--- config.mk ---
export PLATFORM = sky130hd
export DESIGN_NAME = horizon_visibility_graph_edges_unit
export DESIGN_NICKNAME = d
export VERILOG_FILES = /design/src/sv/hvg_pkg.sv /design/src/sv/horizon_visibility_graph_edges_unit.sv /design/src/sv/hvg_cell.sv /design/src/sv/hvg_scan.sv
export SDC_FILE = /design/constraint.sdc
export NUM_CORES = 2
export LEC_CHECK = 0
export BUFFER_PORTS_ARGS = -buffer_cell sky130_fd_sc_hd__buf_2
export CORE_MARGIN = 8
export CORE_UTILIZATION = 55
export DETAILED_ROUTE_END_ITERATION = 7
export PLACE_DENSITY = 0.71
export SLEW_MARGIN = 20
export SYNTH_ARGS = -nofsm -noshare
export SYNTH_HDL_FRONTEND = slang
export SYNTH_HIERARCHICAL = 1
export SYNTH_SLANG_ARGS = --single-unit
--- constraint.sdc ---
create_clock -name clk -period 14.2 [get_ports clk]
set_input_delay 1.42 -clock clk [delete_from_list [all_inputs] [get_ports clk]]
set_output_delay 1.42 -clock clk [all_outputs]
set_load 0.005 [all_outputs]
--- src/sv/hvg_pkg.sv ---
// shared types and constants for the horizon visibility graph edge unit
// no dependencies; imported by the cell, the scan unit and the top level
`default_nettype none

package hvg_pkg;

    localparam int MAX_HORIZON_DEF = 64;
    localparam int SAMPLE_BITS_DEF = 24;
    localparam int INDEX_BITS_DEF  = 32;

    localparam int               HORIZON_BITS  = 7;
    localparam [HORIZON_BITS-1:0] HORIZON_RESET = 7'd64;

    typedef enum logic [2:0] {
        ST_IDLE  = 3'b001,
        ST_SCAN  = 3'b010,
        ST_FLUSH = 3'b100
    } state_t;

    // rot: every cell takes the sample of its older neighbor (head walks back in time)
    // ins: every cell takes the sample of its newer neighbor (new sample enters cell 0)
    typedef struct packed {
        logic rot;
        logic ins;
    } cell_ctrl_t;

    typedef struct packed {
        logic start;
        logic check;
        logic flush;
    } scan_ctrl_t;

endpackage

`default_nettype wire

--- src/sv/horizon_visibility_graph_edges_unit.sv ---
// sequence per item: accept, one chain rotation per chain cell, insert; the rotation and
// insert steps wait while the output is stalled; one item at a time
// throughput: at most one edge per cycle, edges delayed by one visible step for last_edge
// the chain makes a full turn of MAX_HORIZON cells per item, which sets the item time
// reset: index, fill count and control cleared, horizon set to 64; stored samples undefined
// top level: chain of hvg_cell, hvg_scan, sequencer; depends on hvg_pkg
`default_nettype none

module horizon_visibility_graph_edges_unit
    import hvg_pkg::*;
#(
    parameter int MAX_HORIZON = MAX_HORIZON_DEF,
    parameter int SAMPLE_BITS = SAMPLE_BITS_DEF,
    parameter int INDEX_BITS  = INDEX_BITS_DEF
)
(
    input  wire logic                    clk,
    input  wire logic                    rst_n,
    input  wire logic                    cfg_valid,
    output logic                         cfg_ready,
    input  wire logic [HORIZON_BITS-1:0] horizon,
    input  wire logic                    in_valid,
    output logic                         in_ready,
    input  wire logic [SAMPLE_BITS-1:0]  sample,
    output logic                         out_valid,
    input  wire logic                    out_ready,
    output logic      [INDEX_BITS-1:0]   older_index,
    output logic      [INDEX_BITS-1:0]   newer_index,
    output logic                         last_edge
);

    localparam int DW = $clog2(MAX_HORIZON + 1);
    localparam int LW = (DW > HORIZON_BITS) ? DW : HORIZON_BITS;

    state_t                  state_reg, state_next;
    logic [HORIZON_BITS-1:0] horizon_reg, horizon_next;
    logic [INDEX_BITS-1:0]   count_reg, count_next;
    logic [DW-1:0]           fill_reg, fill_next;
    logic [DW-1:0]           dist_reg, dist_next;
    logic [DW-1:0]           lim_reg, lim_next;
    logic [SAMPLE_BITS-1:0]  xj_reg, xj_next;

    logic [LW-1:0]           h_ext;
    logic [LW-1:0]           hsat;
    logic [DW-1:0]           hsat_d;
    logic                    out_free;
    logic                    accept;
    cell_ctrl_t              cell_ctrl;
    scan_ctrl_t              scan_ctrl;
    logic [SAMPLE_BITS-1:0]  chain [MAX_HORIZON];

    assign cfg_ready = 1'b1;
    assign in_ready  = (state_reg == ST_IDLE);
    assign accept    = in_valid && in_ready;

    // horizon above the chain length saturates, then short history limits it further
    assign h_ext  = LW'(horizon_reg);
    assign hsat   = (h_ext > LW'(MAX_HORIZON)) ? LW'(MAX_HORIZON) : h_ext;
    assign hsat_d = hsat[DW-1:0];

    always_comb
    begin
        state_next   = state_reg;
        horizon_next = horizon_reg;
        count_next   = count_reg;
        fill_next    = fill_reg;
        dist_next    = dist_reg;
        lim_next     = lim_reg;
        xj_next      = xj_reg;
        cell_ctrl    = '0;
        scan_ctrl    = '0;

        if (cfg_valid && cfg_ready)
        begin
            horizon_next = horizon;
        end

        case (state_reg)
            ST_IDLE:
            begin
                if (accept)
                begin
                    xj_next         = sample;
                    dist_next       = DW'(1);
                    lim_next        = (hsat_d > fill_reg) ? fill_reg : hsat_d;
                    scan_ctrl.start = 1'b1;
                    state_next      = ST_SCAN;
                end
            end
            ST_SCAN:
            begin
                if (out_free)
                begin
                    scan_ctrl.check = (dist_reg <= lim_reg);
                    cell_ctrl.rot   = 1'b1;
                    if (dist_reg == DW'(MAX_HORIZON))
                    begin
                        state_next = ST_FLUSH;
                    end
                    else
                    begin
                        dist_next = dist_reg + DW'(1);
                    end
                end
            end
            ST_FLUSH:
            begin
                if (out_free)
                begin
                    scan_ctrl.flush = 1'b1;
                    cell_ctrl.ins   = 1'b1;
                    count_next      = count_reg + INDEX_BITS'(1);
                    if (fill_reg != DW'(MAX_HORIZON))
                    begin
                        fill_next = fill_reg + DW'(1);
                    end
                    state_next = ST_IDLE;
                end
            end
            default:
            begin
                state_next = ST_IDLE;
            end
        endcase
    end

    always_ff @(posedge clk or negedge rst_n)
    begin
        if (!rst_n)
        begin
            state_reg   <= ST_IDLE;
            horizon_reg <= HORIZON_RESET;
            count_reg   <= '0;
            fill_reg    <= '0;
            dist_reg    <= '0;
            lim_reg     <= '0;
        end
        else
        begin
            state_reg   <= state_next;
            horizon_reg <= horizon_next;
            count_reg   <= count_next;
            fill_reg    <= fill_next;
            dist_reg    <= dist_next;
            lim_reg     <= lim_next;
        end
    end

    always_ff @(posedge clk)
    begin
        xj_reg <= xj_next;
    end

    // cell 0 holds the newest stored sample; rotation walks older samples into cell 0
    // and a full turn of MAX_HORIZON steps restores the order
    for (genvar k = 0; k < MAX_HORIZON; k++)
    begin : g_chain
        logic [SAMPLE_BITS-1:0] newer_side;
        logic [SAMPLE_BITS-1:0] older_side;

        if (k == 0)
        begin : g_first
            assign newer_side = xj_reg;
        end
        else
        begin : g_mid
            assign newer_side = chain[k-1];
        end

        if (k == MAX_HORIZON - 1)
        begin : g_wrap
            assign older_side = chain[0];
        end
        else
        begin : g_next
            assign older_side = chain[k+1];
        end

        hvg_cell #(
            .SAMPLE_BITS (SAMPLE_BITS)
        ) u_cell (
            .clk        (clk),
            .ctrl       (cell_ctrl),
            .from_newer (newer_side),
            .from_older (older_side),
            .value      (chain[k])
        );
    end

    hvg_scan #(
        .SAMPLE_BITS (SAMPLE_BITS),
        .INDEX_BITS  (INDEX_BITS),
        .DIST_BITS   (DW)
    ) u_scan (
        .clk         (clk),
        .rst_n       (rst_n),
        .ctrl        (scan_ctrl),
        .head        (chain[0]),
        .xj          (xj_reg),
        .scan_dist   (dist_reg),
        .newer       (count_reg),
        .out_free    (out_free),
        .out_valid   (out_valid),
        .out_ready   (out_ready),
        .older_index (older_index),
        .newer_index (newer_index),
        .last_edge   (last_edge)
    );

    a_state_onehot: assert property (@(posedge clk) disable iff (!rst_n)
        $onehot(state_reg))
        else $error("sequencer state not one-hot");

    a_accept_scan: assert property (@(posedge clk) disable iff (!rst_n)
        accept |=> (state_reg == ST_SCAN) && (dist_reg == DW'(1)))
        else $error("accepted item did not start a scan at distance one");

    a_dist_range: assert property (@(posedge clk) disable iff (!rst_n)
        (state_reg == ST_SCAN) |-> (dist_reg != '0) && (dist_reg <= DW'(MAX_HORIZON)))
        else $error("scan distance out of range");

    a_fill_range: assert property (@(posedge clk) disable iff (!rst_n)
        (fill_reg <= DW'(MAX_HORIZON)) && (lim_reg <= fill_reg || state_reg == ST_IDLE))
        else $error("fill count or scan limit out of range");

    a_count_step: assert property (@(posedge clk) disable iff (!rst_n)
        (state_reg == ST_FLUSH) && out_free |=> (count_reg == $past(count_reg) + INDEX_BITS'(1)))
        else $error("sample index did not advance after an item");

endmodule

`default_nettype wire

--- src/sv/hvg_cell.sv ---
// one cell of the sample chain: holds one stored sample
// depends on hvg_pkg for the chain control struct
`default_nettype none

module hvg_cell
    import hvg_pkg::*;
#(
    parameter int SAMPLE_BITS = SAMPLE_BITS_DEF
)
(
    input  wire logic                   clk,
    input  wire cell_ctrl_t             ctrl,
    input  wire logic [SAMPLE_BITS-1:0] from_newer,
    input  wire logic [SAMPLE_BITS-1:0] from_older,
    output logic      [SAMPLE_BITS-1:0] value
);

    logic [SAMPLE_BITS-1:0] value_reg;
    logic [SAMPLE_BITS-1:0] value_next;

    always_comb
    begin
        value_next = value_reg;
        if (ctrl.ins)
        begin
            value_next = from_newer;
        end
        else if (ctrl.rot)
        begin
            value_next = from_older;
        end
    end

    always_ff @(posedge clk)
    begin
        value_reg <= value_next;
    end

    assign value = value_reg;

endmodule

`default_nettype wire

--- src/sv/hvg_scan.sv ---
// visibility test against the running maximum slope, pending edge and output register
// depends on hvg_pkg for the scan control struct
`default_nettype none

module hvg_scan
    import hvg_pkg::*;
#(
    parameter int SAMPLE_BITS = SAMPLE_BITS_DEF,
    parameter int INDEX_BITS  = INDEX_BITS_DEF,
    parameter int DIST_BITS   = 7
)
(
    input  wire logic                   clk,
    input  wire logic                   rst_n,
    input  wire scan_ctrl_t             ctrl,
    input  wire logic [SAMPLE_BITS-1:0] head,
    input  wire logic [SAMPLE_BITS-1:0] xj,
    input  wire logic [DIST_BITS-1:0]   scan_dist,
    input  wire logic [INDEX_BITS-1:0]  newer,
    output logic                        out_free,
    output logic                        out_valid,
    input  wire logic                   out_ready,
    output logic      [INDEX_BITS-1:0]  older_index,
    output logic      [INDEX_BITS-1:0]  newer_index,
    output logic                        last_edge
);

    localparam int NW = SAMPLE_BITS + 1;
    localparam int PW = NW + DIST_BITS + 1;
    localparam int EW = (INDEX_BITS > DIST_BITS) ? INDEX_BITS : DIST_BITS;

    logic                  have_best_reg, have_best_next;
    logic signed [NW-1:0]  best_num_reg, best_num_next;
    logic [DIST_BITS-1:0]  best_den_reg, best_den_next;
    logic                  pend_valid_reg, pend_valid_next;
    logic [DIST_BITS-1:0]  pend_dist_reg, pend_dist_next;
    logic                  out_valid_reg, out_valid_next;
    logic [INDEX_BITS-1:0] older_reg, older_next;
    logic [INDEX_BITS-1:0] newer_reg, newer_next;
    logic                  last_reg, last_next;

    logic signed [NW-1:0]          num;
    logic signed [DIST_BITS:0]     den_s;
    logic signed [DIST_BITS:0]     dist_s;
    logic signed [PW-1:0]          lhs;
    logic signed [PW-1:0]          rhs;
    logic                          vis;
    logic [EW-1:0]                 older_wide;

    assign num    = $signed({head[SAMPLE_BITS-1], head}) - $signed({xj[SAMPLE_BITS-1], xj});
    assign den_s  = $signed({1'b0, best_den_reg});
    assign dist_s = $signed({1'b0, scan_dist});
    // exact compare of num/scan_dist against best_num/best_den, both denominators positive
    assign lhs    = num * den_s;
    assign rhs    = best_num_reg * dist_s;
    assign vis    = !have_best_reg || (lhs > rhs);

    assign older_wide = EW'(newer) - EW'(pend_dist_reg);
    assign out_free   = !out_valid_reg || out_ready;

    always_comb
    begin
        have_best_next  = have_best_reg;
        best_num_next   = best_num_reg;
        best_den_next   = best_den_reg;
        pend_valid_next = pend_valid_reg;
        pend_dist_next  = pend_dist_reg;
        out_valid_next  = out_valid_reg && !out_ready;
        older_next      = older_reg;
        newer_next      = newer_reg;
        last_next       = last_reg;

        if (ctrl.start)
        begin
            have_best_next  = 1'b0;
            pend_valid_next = 1'b0;
        end
        else if (ctrl.check && vis)
        begin
            // a newer visible edge means the pending one is not the last
            if (pend_valid_reg)
            begin
                out_valid_next = 1'b1;
                older_next     = older_wide[INDEX_BITS-1:0];
                newer_next     = newer;
                last_next      = 1'b0;
            end
            pend_valid_next = 1'b1;
            pend_dist_next  = scan_dist;
            have_best_next  = 1'b1;
            best_num_next   = num;
            best_den_next   = scan_dist;
        end
        else if (ctrl.flush && pend_valid_reg)
        begin
            out_valid_next  = 1'b1;
            older_next      = older_wide[INDEX_BITS-1:0];
            newer_next      = newer;
            last_next       = 1'b1;
            pend_valid_next = 1'b0;
        end
    end

    always_ff @(posedge clk or negedge rst_n)
    begin
        if (!rst_n)
        begin
            have_best_reg  <= 1'b0;
            pend_valid_reg <= 1'b0;
            out_valid_reg  <= 1'b0;
        end
        else
        begin
            have_best_reg  <= have_best_next;
            pend_valid_reg <= pend_valid_next;
            out_valid_reg  <= out_valid_next;
        end
    end

    always_ff @(posedge clk)
    begin
        best_num_reg  <= best_num_next;
        best_den_reg  <= best_den_next;
        pend_dist_reg <= pend_dist_next;
        older_reg     <= older_next;
        newer_reg     <= newer_next;
        last_reg      <= last_next;
    end

    assign out_valid   = out_valid_reg;
    assign older_index = older_reg;
    assign newer_index = newer_reg;
    assign last_edge   = last_reg;

endmodule

`default_nettype wire
==> flow_metrics.tcl <==
set metrics [dict create \
    status "completed" \
    vias 46400 \
    synthTopCellsByArea "edfxtp_1 (53%), mux2_4 (19%), fa_1 (5.6%)" \
    drtIter0Drc 3824 \
    grt_overflow 0 \
    port_buffers 102 \
    path_depth 32 \
    synth_area_um2 94200 \
    first_pass_iters 6 \
    clockBufferDepth 3 \
    seqCellArea_um2 51400 \
    crit_slowest_cell "xnor2_1" \
    rows 152 \
    nFillCells 12700 \
    cts_resized 0 \
    synth_edf_count 1657 \
    syn_area_per_cell_um2 16.6 \
    cpMostUsedCell "fa_1" \
    fp.dieH_um 430 \
    htreeDepth 4 \
    async_flop_share 0.0383 \
    crit_buf_inv 3 \
    synthMostInstantiatedCell "edfxtp_1" \
    synth_fp_nets 6200 \
    worstPathMaxFanout 65 \
    grt_max_degree 143 \
    routedWlPerCell_um 23.3 \
    synthFlopType "edfxtp_1" \
    hold_viol 0 \
    hold_path_class "input pin to async pin" \
    start_util 0.551 \
    setup_viol 0 \
    coreArea_um2 171000 \
    cts_tree "yes" \
    grt_antenna_before_repair 5 \
    syn-instance-count 5683 \
    tightest_slew_ns 1.19 \
    ys_seq_area_frac 0.546 \
    clock-sinks 1723 \
    cp_top_family "compound AO/OA/AOI/OAI gates" \
    grt_pass1_wl_um 296000 \
    multi_input_area_um2 37800 \
    clk_latency_ns 0.82 \
    grt_pass1_vias 48500 \
    synth_top_area_frac 0.528 \
    slew_headroom 0.198 \
    drtAntennaViolNets 0 \
    numCtsBuffers 177 \
    wirelength_um 190000 \
    yosysWarnings 6 \
    setup_tns_ns 0 \
    synth_area_leader_cell "edfxtp_1" \
    drv_cap 0 \
    slew_violations 0 \
    critPathKind "flop to flop" \
    fin_crit_ns 9.93 \
    syn_to_final_growth_pct 6.53 \
    synth_commonest_cells "edfxtp_1 (1657), mux2_4 (1216), inv_1 (384), mux2_2 (330), fa_1 (264)" \
    worst_path_largest_cell_delay_ns 0.70 \
    ys_types 80 \
    drc 0 \
    drive_above_1_share 0.342 \
    ioPinCount 104 \
    fin_util 0.587 \
    cts-root-buf "clkbuf_16" \
    worstPathArrival_ns 10.37 \
    grtUsageTotal 0.202 \
    required_ns 14.64 \
    nNetsFinal 6301 \
    rsz0062_at_grt "no" \
    fin_worst_skew_ns 0.0540 \
    max_freq_mhz 101 \
    clk_pin_slew_ns 0.06 \
    viasPerCell 5.68 \
    largest_reg_flops 1536 \
    gp_congestion 0.859 \
    ctsHoldBuffers 0 \
    post_cts.repair.setup_buffers 0 \
    period_share 0.699 \
    synth_seq_cells 1723 \
    ff2ff_path_depth 32 \
    endpoint_kind "flop" \
    die_w_um 430 \
    hpwlAfterDp_um 131000 \
    critPathLaunchType "flop" \
    fp.dieArea_um2 185000 \
]
==> worst reg2reg max path: cells and delay by family (launching register included) <==
family,cells,cell delay [ns]
AO/OA/AOI/OAI,15,3.62
AND/OR/NAND/NOR,6,1.20
flip-flops,1,0.51
adder cells (fa/ha/maj),7,3.00
XOR/XNOR,1,0.70
buffers and inverters,3,0.45
==> cell usage in the layout, fill, tap and decap left out, types with 88 or more instances in the layout <==
cell       count
fa_1         264
inv_1        384
nor2_1       120
clkbuf_16    181
mux2_2       330
xnor2_1       91
buf_2        101
nand2_1      157
and2_1       239
mux2_4      1216
a21oi_1       88
edfxtp_1    1657
ha_1         217
==> layer usage <==
metal	up-vias	track usage	wire (um)
li1	21000	-	-
met1	24000	0.298	89200
met2	1075	0.318	88500
met3	232	0.0302	8810
met4	0	0.0471	3800
met5	-	0	0
==> through the flow <==
stage                     worst slack, ns  cell area, um2  std cells  hold WS, ns
after floorplan                      3.68           94200       5683        0.461
after global placement               4.17           94600       7838        0.498
after detailed placement             4.42           94600       7838        0.505
after CTS                            4.37          100000       8164        0.441
after global routing                 3.76          100000       8166        0.470
final                                4.27          100000       8167        0.496
==> final cells by class <==
class / instances / share of cell area
Clock buffer: 224 / 0.0468
Inverter: 389 / 0.0145
Multi-Input combinational cell: 3320 / 0.377
Tap cell: 2233 / 0.0278
Sequential cell: 1723 / 0.512
Timing Repair Buffer: 173 / 0.0112
Antenna cell: 3 / 0.0000748
Clock inverter: 102 / 0.0101
==> cell families (layout without fill, tap and decap cells) <==
kind of cell / Yosys count / after routing / share of synthesized area
buf+inv: 640 / 888 / 0.0531
fa+ha+maj: 481 / 481 / 0.0849
flops: 1723 / 1723 / 0.546
compound gates: 314 / 314 / 0.0216
xor+xnor: 139 / 139 / 0.0129
other cells: 1 / 4 / 0.0000398
mux: 1553 / 1553 / 0.234
simple gates: 832 / 832 / 0.0477
==> worst paths after layout <==
kind	startpoint	to	slack [ns]
min in group clk	lim_reg[5]$_DFFE_PN0P_	lim_reg[5]$_DFFE_PN0P_	0.51
min	rst_n	h_ext[2]$_DFFE_PN0P_	0.50
max reg2reg	g_chain[0].u_cell/value[4]$_DFFE_PP_	u_scan/older_index[21]$_DFFE_PP_	4.27
min reg2reg	lim_reg[5]$_DFFE_PN0P_	lim_reg[5]$_DFFE_PN0P_	0.51
max	g_chain[0].u_cell/value[4]$_DFFE_PP_	u_scan/older_index[21]$_DFFE_PP_	4.27
max in group asynchronous	rst_n	count_reg[18]$_DFFE_PN0P_	12.64
Power is not shown: default switching activity piles up to over one toggle a cycle in this logic, so the estimate is an artifact.
